**src/dclp_pkg.sv**
```systemverilog
package dclp_pkg;

    localparam int JOINTS_DEF = 16;
    localparam int STAGES_DEF = 3;

    localparam int ANGLE_W    = 24;
    localparam int JOINT_W    = 4;
    localparam int DB_W       = 23;
    localparam int ALPHA_W    = 17;
    localparam int CFG_IDX_W  = 2;
    localparam int CFG_DATA_W = 23;
    localparam int Q_DEPTH    = 2;

    localparam logic [ALPHA_W-1:0] ALPHA_ONE = 17'h10000;

    localparam logic [CFG_IDX_W-1:0] CFG_FILTER_ON = 2'd0;
    localparam logic [CFG_IDX_W-1:0] CFG_DEADBAND  = 2'd1;
    localparam logic [CFG_IDX_W-1:0] CFG_ALPHA     = 2'd2;

    localparam logic REQ_SAMPLE = 1'b0;
    localparam logic REQ_REARM  = 1'b1;

    typedef struct packed {
        logic                       rearm;
        logic [JOINT_W-1:0]         joint;
        logic signed [ANGLE_W-1:0]  target;
        logic signed [ANGLE_W-1:0]  seed;
    } t_req;

    typedef struct packed {
        logic               filter_on;
        logic [DB_W-1:0]    deadband;
        logic [ALPHA_W-1:0] alpha;
    } t_cfg;

endpackage

```
**src/dclp_ram.sv**
```systemverilog
module dclp_ram #(
    parameter int WIDTH = 24,
    parameter int DEPTH = 16,
    localparam int AW = (DEPTH > 1) ? $clog2(DEPTH) : 1
) (
    input  logic             i_clk,
    input  logic             i_we,
    input  logic [AW-1:0]    i_waddr,
    input  logic [WIDTH-1:0] i_wdata,
    input  logic [AW-1:0]    i_raddr,
    output logic [WIDTH-1:0] o_rdata
);

    logic [WIDTH-1:0] r_mem [DEPTH];
    logic [WIDTH-1:0] r_rdata;

    always_ff @(posedge i_clk) begin
        if (i_we) begin
            r_mem[i_waddr] <= i_wdata;
        end
        r_rdata <= r_mem[i_raddr];
    end

    assign o_rdata = r_rdata;

endmodule

```
**src/dclp_front.sv**
```systemverilog
module dclp_front #(
    parameter int JOINTS = dclp_pkg::JOINTS_DEF
) (
    input  logic                                i_clk,
    input  logic                                i_rst_n,
    input  logic                                i_in_valid,
    output logic                                o_in_ready,
    input  logic                                i_req_type,
    input  logic [dclp_pkg::JOINT_W-1:0]        i_joint,
    input  logic signed [dclp_pkg::ANGLE_W-1:0] i_target,
    input  logic signed [dclp_pkg::ANGLE_W-1:0] i_measured,
    input  logic                                i_measured_valid,
    output logic                                o_q_valid,
    output dclp_pkg::t_req                      o_q_req,
    input  logic                                i_q_pop
);

    localparam int QW = $clog2(dclp_pkg::Q_DEPTH);
    localparam int CW = $clog2(dclp_pkg::Q_DEPTH + 1);

    dclp_pkg::t_req r_mem [dclp_pkg::Q_DEPTH];
    logic [QW-1:0]  r_wp;
    logic [QW-1:0]  r_rp;
    logic [CW-1:0]  r_cnt;

    logic           in_fire;
    logic           keep;
    logic           push;
    dclp_pkg::t_req req;

    assign o_in_ready = (r_cnt != CW'(dclp_pkg::Q_DEPTH));
    assign in_fire    = i_in_valid && o_in_ready;
    // out-of-range joints are taken and dropped
    assign keep = (i_req_type == dclp_pkg::REQ_REARM) || (32'(i_joint) < JOINTS);
    assign push = in_fire && keep;

    always_comb begin
        req.rearm  = (i_req_type == dclp_pkg::REQ_REARM);
        req.joint  = i_joint;
        req.target = i_target;
        req.seed   = i_measured_valid ? i_measured : i_target;
    end

    always_ff @(posedge i_clk) begin
        if (push) begin
            r_mem[r_wp] <= req;
        end
        if (!i_rst_n) begin
            r_wp  <= '0;
            r_rp  <= '0;
            r_cnt <= '0;
        end else begin
            if (push) begin
                r_wp <= QW'(r_wp + 1'b1);
            end
            if (i_q_pop) begin
                r_rp <= QW'(r_rp + 1'b1);
            end
            r_cnt <= CW'(r_cnt + CW'(push) - CW'(i_q_pop));
        end
    end

    assign o_q_valid = (r_cnt != '0);
    assign o_q_req   = r_mem[r_rp];

endmodule

```
**src/dclp_back.sv**
```systemverilog
module dclp_back #(
    parameter int JOINTS = dclp_pkg::JOINTS_DEF,
    parameter int STAGES = dclp_pkg::STAGES_DEF
) (
    input  logic                                i_clk,
    input  logic                                i_rst_n,
    input  dclp_pkg::t_cfg                      i_cfg,
    input  logic                                i_q_valid,
    input  dclp_pkg::t_req                      i_q_req,
    output logic                                o_q_pop,
    output logic                                o_out_valid,
    input  logic                                i_out_ready,
    output logic [dclp_pkg::JOINT_W-1:0]        o_out_joint,
    output logic signed [dclp_pkg::ANGLE_W-1:0] o_filtered
);

    localparam int AW    = dclp_pkg::ANGLE_W;
    localparam int JW    = (JOINTS > 1) ? $clog2(JOINTS) : 1;
    localparam int SDEP  = JOINTS * STAGES;
    localparam int SW    = (SDEP > 1) ? $clog2(SDEP) : 1;
    localparam int KW    = (STAGES > 1) ? $clog2(STAGES) : 1;
    localparam int PW    = AW + 1 + dclp_pkg::ALPHA_W;
    localparam int MW    = PW - 16;

    typedef enum logic [1:0] {
        S_IDLE,
        S_HOLD,
        S_DIFF,
        S_STEP
    } t_state;

    t_state                         r_state;
    dclp_pkg::t_req                 r_req;
    logic                           r_fresh;
    logic [JOINTS-1:0]              r_seeded;
    logic [dclp_pkg::ALPHA_W-1:0]   r_alpha;
    logic [dclp_pkg::DB_W-1:0]      r_db;
    logic signed [AW-1:0]           r_prev;
    logic signed [AW-1:0]           r_s;
    logic [AW:0]                    r_mag;
    logic                           r_neg;
    logic [KW-1:0]                  r_k;
    logic [SW-1:0]                  r_sec_addr;
    logic                           r_out_valid;
    logic [dclp_pkg::JOINT_W-1:0]   r_out_joint;
    logic signed [AW-1:0]           r_out_filtered;

    logic [AW-1:0]                  held_rd;
    logic [AW-1:0]                  sec_rd;
    logic                           held_we;
    logic                           sec_we;
    logic [SW-1:0]                  sec_base;
    logic [SW-1:0]                  sec_raddr;

    logic signed [AW-1:0]           base;
    logic signed [AW:0]             hdiff;
    logic [AW:0]                    hadiff;
    logic signed [AW-1:0]           h;
    logic signed [AW-1:0]           s;
    logic signed [AW:0]             d;
    logic [PW-1:0]                  prod;
    logic [MW-1:0]                  m;
    logic signed [MW:0]             step;
    logic signed [MW:0]             sum;
    logic signed [AW-1:0]           snew;
    logic                           last;
    logic                           can_put;
    logic                           advance;
    logic [dclp_pkg::ALPHA_W-1:0]   a_eff;

    assign can_put  = !r_out_valid || i_out_ready;
    assign last     = (r_k == KW'(STAGES - 1));
    assign advance  = (r_state == S_STEP) && (!last || can_put);
    assign o_q_pop  = (r_state == S_IDLE) && i_q_valid;
    assign sec_base = SW'(i_q_req.joint * STAGES);

    always_comb begin
        if (r_state == S_IDLE) begin
            sec_raddr = sec_base;
        end else if (advance && !last) begin
            sec_raddr = SW'(r_sec_addr + 1'b1);
        end else begin
            sec_raddr = r_sec_addr;
        end
    end

    always_comb begin
        if (!i_cfg.filter_on) begin
            a_eff = dclp_pkg::ALPHA_ONE;
        end else if (i_cfg.alpha > dclp_pkg::ALPHA_ONE) begin
            a_eff = dclp_pkg::ALPHA_ONE;
        end else begin
            a_eff = i_cfg.alpha;
        end
    end

    // deadband on the held target
    always_comb begin
        base   = r_fresh ? r_req.seed : $signed(held_rd);
        hdiff  = {r_req.target[AW-1], r_req.target} - {base[AW-1], base};
        hadiff = hdiff[AW] ? (AW+1)'(-hdiff) : (AW+1)'(hdiff);
        h      = (hadiff >= (AW+1)'(r_db)) ? r_req.target : base;
    end

    // one section: d = in - s, s += round(alpha * d / 2^16)
    always_comb begin
        s    = r_fresh ? r_req.seed : $signed(sec_rd);
        d    = {r_prev[AW-1], r_prev} - {s[AW-1], s};
        prod = PW'(r_mag) * PW'(r_alpha);
        m    = MW'((prod + PW'(32768)) >> 16);
        step = r_neg ? -$signed({1'b0, m}) : $signed({1'b0, m});
        sum  = {{(MW+1-AW){r_s[AW-1]}}, r_s} + step;
        if (sum > (MW+1)'(signed'(25'sd8388607))) begin
            snew = 24'sh7FFFFF;
        end else if (sum < -(MW+1)'(signed'(25'sd8388608))) begin
            snew = -24'sh800000;
        end else begin
            snew = AW'(sum);
        end
    end

    assign held_we = (r_state == S_HOLD);
    assign sec_we  = advance;

    always_ff @(posedge i_clk) begin
        if (!i_rst_n) begin
            r_state     <= S_IDLE;
            r_seeded    <= '0;
            r_out_valid <= 1'b0;
        end else begin
            if (r_out_valid && i_out_ready && !(advance && last)) begin
                r_out_valid <= 1'b0;
            end
            unique case (r_state)
                S_IDLE: begin
                    if (i_q_valid) begin
                        r_req      <= i_q_req;
                        r_fresh    <= !r_seeded[JW'(i_q_req.joint)];
                        r_alpha    <= a_eff;
                        r_db       <= i_cfg.filter_on ? i_cfg.deadband : '0;
                        r_sec_addr <= sec_base;
                        r_k        <= '0;
                        if (i_q_req.rearm) begin
                            r_seeded <= '0;
                        end else begin
                            r_state <= S_HOLD;
                        end
                    end
                end
                S_HOLD: begin
                    r_prev                      <= h;
                    r_seeded[JW'(r_req.joint)] <= 1'b1;
                    r_state                     <= S_DIFF;
                end
                S_DIFF: begin
                    r_s     <= s;
                    r_neg   <= d[AW];
                    r_mag   <= d[AW] ? (AW+1)'(-d) : (AW+1)'(d);
                    r_state <= S_STEP;
                end
                S_STEP: begin
                    if (advance) begin
                        r_prev <= snew;
                        if (last) begin
                            r_out_valid    <= 1'b1;
                            r_out_joint    <= r_req.joint;
                            r_out_filtered <= snew;
                            r_state        <= S_IDLE;
                        end else begin
                            r_k        <= KW'(r_k + 1'b1);
                            r_sec_addr <= SW'(r_sec_addr + 1'b1);
                            r_state    <= S_DIFF;
                        end
                    end
                end
                default: begin
                    r_state <= S_IDLE;
                end
            endcase
        end
    end

    dclp_ram #(
        .WIDTH (AW),
        .DEPTH (JOINTS)
    ) u_held_ram (
        .i_clk   (i_clk),
        .i_we    (held_we),
        .i_waddr (JW'(r_req.joint)),
        .i_wdata (h),
        .i_raddr (JW'(i_q_req.joint)),
        .o_rdata (held_rd)
    );

    dclp_ram #(
        .WIDTH (AW),
        .DEPTH (SDEP)
    ) u_sec_ram (
        .i_clk   (i_clk),
        .i_we    (sec_we),
        .i_waddr (r_sec_addr),
        .i_wdata (snew),
        .i_raddr (sec_raddr),
        .o_rdata (sec_rd)
    );

    assign o_out_valid = r_out_valid;
    assign o_out_joint = r_out_joint;
    assign o_filtered  = r_out_filtered;

endmodule

```
**src/deadband_cascaded_lowpass_core.sv**
```systemverilog
// Channel | Direction | Handshake                  | Payload
// in      | input     | i_in_valid / o_in_ready    | i_req_type i_joint i_target
//         |           |                            | i_measured i_measured_valid
// out     | output    | o_out_valid / i_out_ready  | o_out_joint o_filtered
// cfg     | input     | i_cfg_valid / o_cfg_ready  | i_cfg_index i_cfg_data
//
// A sample beat passes the back sequencer states in order: the idle state pops
// the queue and starts the RAM reads, the hold state applies the deadband,
// then a subtract and a multiply-round-add per section on the shared multiplier.
// A rearm beat is taken while idle; out-of-range joints are dropped at the front.
// A two-entry queue decouples input from the sequencer; output stall holds the
// last section until the result register frees. Synchronous active-low reset.
module deadband_cascaded_lowpass_core #(
    parameter int JOINTS = dclp_pkg::JOINTS_DEF,
    parameter int STAGES = dclp_pkg::STAGES_DEF
) (
    input  logic                                   i_clk,
    input  logic                                   i_rst_n,
    input  logic                                   i_in_valid,
    output logic                                   o_in_ready,
    input  logic                                   i_req_type,
    input  logic [dclp_pkg::JOINT_W-1:0]           i_joint,
    input  logic signed [dclp_pkg::ANGLE_W-1:0]    i_target,
    input  logic signed [dclp_pkg::ANGLE_W-1:0]    i_measured,
    input  logic                                   i_measured_valid,
    output logic                                   o_out_valid,
    input  logic                                   i_out_ready,
    output logic [dclp_pkg::JOINT_W-1:0]           o_out_joint,
    output logic signed [dclp_pkg::ANGLE_W-1:0]    o_filtered,
    input  logic                                   i_cfg_valid,
    output logic                                   o_cfg_ready,
    input  logic [dclp_pkg::CFG_IDX_W-1:0]         i_cfg_index,
    input  logic [dclp_pkg::CFG_DATA_W-1:0]        i_cfg_data
);

    dclp_pkg::t_cfg r_cfg;
    dclp_pkg::t_req q_req;
    logic           q_valid;
    logic           q_pop;

    assign o_cfg_ready = 1'b1;

    always_ff @(posedge i_clk) begin
        if (!i_rst_n) begin
            r_cfg.filter_on <= 1'b0;
            r_cfg.deadband  <= '0;
            r_cfg.alpha     <= dclp_pkg::ALPHA_ONE;
        end else if (i_cfg_valid) begin
            unique case (i_cfg_index)
                dclp_pkg::CFG_FILTER_ON: r_cfg.filter_on <= i_cfg_data[0];
                dclp_pkg::CFG_DEADBAND:  r_cfg.deadband  <= i_cfg_data[dclp_pkg::DB_W-1:0];
                dclp_pkg::CFG_ALPHA:     r_cfg.alpha     <= i_cfg_data[dclp_pkg::ALPHA_W-1:0];
                default: begin
                end
            endcase
        end
    end

    dclp_front #(
        .JOINTS (JOINTS)
    ) u_front (
        .i_clk            (i_clk),
        .i_rst_n          (i_rst_n),
        .i_in_valid       (i_in_valid),
        .o_in_ready       (o_in_ready),
        .i_req_type       (i_req_type),
        .i_joint          (i_joint),
        .i_target         (i_target),
        .i_measured       (i_measured),
        .i_measured_valid (i_measured_valid),
        .o_q_valid        (q_valid),
        .o_q_req          (q_req),
        .i_q_pop          (q_pop)
    );

    dclp_back #(
        .JOINTS (JOINTS),
        .STAGES (STAGES)
    ) u_back (
        .i_clk       (i_clk),
        .i_rst_n     (i_rst_n),
        .i_cfg       (r_cfg),
        .i_q_valid   (q_valid),
        .i_q_req     (q_req),
        .o_q_pop     (q_pop),
        .o_out_valid (o_out_valid),
        .i_out_ready (i_out_ready),
        .o_out_joint (o_out_joint),
        .o_filtered  (o_filtered)
    );

endmodule

```
**config.mk**
```make
export PLATFORM = sky130hd
export DESIGN_NAME = deadband_cascaded_lowpass_core
export DESIGN_NICKNAME = d
export VERILOG_FILES = /design/src/dclp_pkg.sv /design/src/dclp_ram.sv /design/src/dclp_front.sv /design/src/dclp_back.sv /design/src/deadband_cascaded_lowpass_core.sv
export SDC_FILE = /design/constraint.sdc
export NUM_CORES = 2
export LEC_CHECK = 0
export BUFFER_PORTS_ARGS = -buffer_cell sky130_fd_sc_hd__buf_2
export CAP_MARGIN = 30
export CORE_AREA = 3 3 468 470
export CTS_CLUSTER_DIAMETER = 30
export DETAILED_ROUTE_END_ITERATION = 10
export DIE_AREA = 0 0 471 473
export GPL_ROUTABILITY_DRIVEN = 0
export PLACE_DENSITY = 0.64
export SYNTH_ARGS = -nofsm -noshare
export SYNTH_HDL_FRONTEND = slang
export SYNTH_SLANG_ARGS = --single-unit
```
**constraint.sdc**
```tcl
create_clock -name i_clk -period 24.4 [get_ports i_clk]
set_clock_uncertainty 0.1 [all_clocks]
set_input_delay 2.44 -clock i_clk [delete_from_list [all_inputs] [get_ports i_clk]]
set_output_delay 2.44 -clock i_clk [all_outputs]
set_load 0.01 [all_outputs]
```
==> run_results.csv <==
group,metric,value,unit
worst_setup_path,required,24870,ps
detailed_routing,totalWireLength,275,mm
yosys,ys_ff_latch,1958,
clock_network,root_buffer,"clkbuf_16",
floorplan,die_w,471,microns
sta,final_max_slew_viol_count,0,
yosys,synth_cell_type_count,88,
worst_setup_path,worstSetupStartpointType,"register",
worst_setup_path,max_stage_delay,1010,ps
detailed_routing,wl_per_cell,24.3,microns
yosys,synth-edff-count,1845,
clock_network,cts_resized,0,
grt,antenna_found_initial,20,
clock_network,cts_buffer_depth,4,
clock_network,worst_skew_pair.late_latency,970,ps
clock_network,cts.htree.levels,5,
sta,tns,0,ps
worst_setup_path,critPathMostFrequentCell,"fa_1",
clock_network,cts.sinks,1958,
sta,final-setup-viol-count,0,
floorplan,start_util,45.0,%
yosys,synthCells,7952,
yosys,syn_area_per_cell,12.2,sq um
detailed_routing,drt.antenna.violating_nets,0,
worst_setup_path,critPathArrivalTime,12630,ps
worst_setup_path,cp-end-kind,"register",
sta,finalCriticalPeriod,12160,ps
yosys,synth.top_cell.area_share,57.3,%
yosys,synth.most_common_cell,"edfxtp_1",
yosys,yosysTopAreaCell,"edfxtp_1",
yosys,ys_seq_area_share,59.7,%
final_layout,n_fill_cell,17600,
floorplan,die-height,473,microns
floorplan,coreArea,215000,sq um
clock_network,clk_pin_slew_worst_paths,50,ps
grt,gr-total-overflow,0,
grt,grt_pass1_wl,409,mm
clock_network,cts_tree,"yes",
worst_setup_path,path_class,"reg -> reg",
yosys,synth_common_cells,"edfxtp_1, nand2_1, inv_1",
detailed_routing,drt_pass1_iterations,7,
floorplan,io_pins,115,
outcome,status,"complete, no violations",
floorplan,rows,170,
worst_setup_path,crit_family,"compound AO/OA/AOI/OAI gates",
grt,grt_pass1_vias,64900,
clock_network,cts-buffers-inserted,387,
clock_network,post_cts_buffers,0,
sta,hold_viol,0,
yosys,synth_warnings,0,
grt,grt_max_degree,201,
detailed_routing,post-route-drc-count,0,
detailed_routing,dr.first_iter.drc_count,7004,
final_layout,fin_nets,8808,
sta,worst_slew_pin_slew,1090,ps
run,maxCapViolCount,0,
grt,gr-usage-all-layers,24.2,%
yosys,synth_nets,8626,
yosys,synth_area_leaders,"edfxtp_1, fa_1, nand2_1",
floorplan,fp.dieArea,223000,sq um
yosys,synth_ff_type,"edfxtp_1",
yosys,netlist_area,96700,sq um
placement,port_buffers,113,
sta,period_share,49.8,%
clock_network,holdBufCountCts,0,
worst_setup_path,worst_path_max_delay_cell,"edfxtp_1",
sta,grt_setup_unrepaired,"no",
yosys,synthArstFlopShare,0,%
sta,clock.fmax,82.2,MHz
sta,slew_headroom,27.6,%
placement,dpl.hpwl,164,mm
final_layout,drive_above_1_share,12.9,%
final_layout,areaGrowthSynthToFinish,18.1,%
worst_hold_path,hold_class,"reg -> reg",
detailed_routing,vias_per_cell,5.82,
worst_setup_path,crit_fanout,25,
detailed_routing,num_vias,65700,
worst_setup_path,critPathBufInv,6,
[through the flow]
| stage | util [%] | hold WS (ps) | setup WS (ps) | cell area [sq um] | cells |
|---|---|---|---|---|---|
| finish | 53.2 | 364 | 12240 | 114000 | 11300 |
| global route | 53.2 | 381 | 11220 | 114000 | 11300 |
| CTS | 53.1 | 367 | 12390 | 114000 | 11300 |
| detailed placement | 47.0 | 359 | 12460 | 101000 | 10600 |
| global placement | 46.9 | 349 | 12670 | 101000 | 10600 |
| floorplan | - | 324 | 12450 | 96700 | 7952 |
[cells by family (layout without fill, tap and decap cells)]
kind of cell / after synthesis / after routing / share of synthesized area (%)
buffers and inverters: 991 / 1485 / 3.88
AOI/OAI and AO/OA: 1576 / 1576 / 11.1
xor gates and xnor gates: 157 / 157 / 1.42
muxes: 120 / 120 / 1.38
DFF: 1958 / 1958 / 59.7
adders and majority gates: 590 / 590 / 10.3
and+or+nand+nor: 2559 / 2559 / 12.2
other: 1 / 7 / 0.00388
[layer usage]
metal | GRT usage [%] | wire length (microns) | part of all wire [%] | up-vias
met3 | 4.18 | 21800 | 7.9 | 550
met5 | 0 | 61 | 0.022 | -
met2 | 39.0 | 129000 | 47 | 2898
met1 | 32.3 | 112000 | 41 | 33100
li1 | - | - | - | 29100
met4 | 10.4 | 11600 | 4.2 | 8
[final cells by class]
cell class / instances / area (sq um) / area share, %
clock buffers: 475 / 10400 / 9.11
well taps: 2838 / 3550 / 3.11
multi-input cells: 5003 / 35900 / 31.4
clock inverters: 226 / 2770 / 2.42
diodes: 6 / 15.0 / 0.0131
inverters: 509 / 1920 / 1.68
flip-flops and latches: 1958 / 57700 / 50.5
repair buffers: 275 / 2020 / 1.77
[flip-flops by register name (all words and copies together) (netlist names), 2 cells and up, named ones only]
signal                     flops
u_back.u_sec_ram.r_mem      1152
u_back.u_held_ram.r_mem      384
u_front.r_mem                106
u_back.r_req                  52
r_cfg                         41
u_back.r_mag                  25
u_back.o_filtered             24
u_back.r_prev                 24
u_back.r_s                    24
u_back.u_held_ram.o_rdata     24
u_back.u_sec_ram.o_rdata      24
u_back.r_db                   23
u_back.r_alpha                17
u_back.r_seeded               16
u_back.r_sec_addr              6
u_back.o_out_joint             4
u_back.r_k                     2
u_back.r_state                 2
u_front.r_cnt                  2
[cell usage in the layout (no fill, tap or decap), types with 40 or more instances in the layout]
cell        instances
edfxtp_1         1845
nand2_1          1478
and2_1            508
inv_1             507
a211oi_1          422
clkbuf_16         395
fa_1              348
a21oi_1           312
ha_1              242
a31oi_1           212
a311oi_1          196
buf_4             141
o21ai_0           127
nor2_1            118
buf_2             116
dfxtp_1           112
xnor2_1           110
mux2_2            102
nand3_1            99
and3_1             86
clkbuf_1           58
bufinv_16          58
nor2_2             54
clkinv_1           53
a21boi_0           48
clkinv_2           47
a21o_1             46
xor2_1             46
o21a_1             42
nor3_1             41
clkinvlp_4         40
[worst reg2reg max path, delay by kind of cell, from the launching register on]
kind,cells,cell delay (ps)
mux,1,320
compound gates,15,3750
fa+ha+maj,8,3700
simple gates,5,1610
buf+inv,6,820
xor+xnor,2,490
flops,1,1010
[path summary, 6_finish.rpt]
path / cells past startpoint / slack (ps) / endpoint / from
hold / removal: 2 / 360 / r_cfg[27] / r_cfg[27]
hold reg to reg: 2 / 360 / r_cfg[27] / r_cfg[27]
setup reg to reg: 37 / 12240 / u_back.r_prev[20] / u_back.r_alpha[10]
setup / recovery: 37 / 12240 / u_back.r_prev[20] / u_back.r_alpha[10]
Power is not shown: default switching activity piles up to over one toggle a cycle in this logic, so the estimate is an artifact.
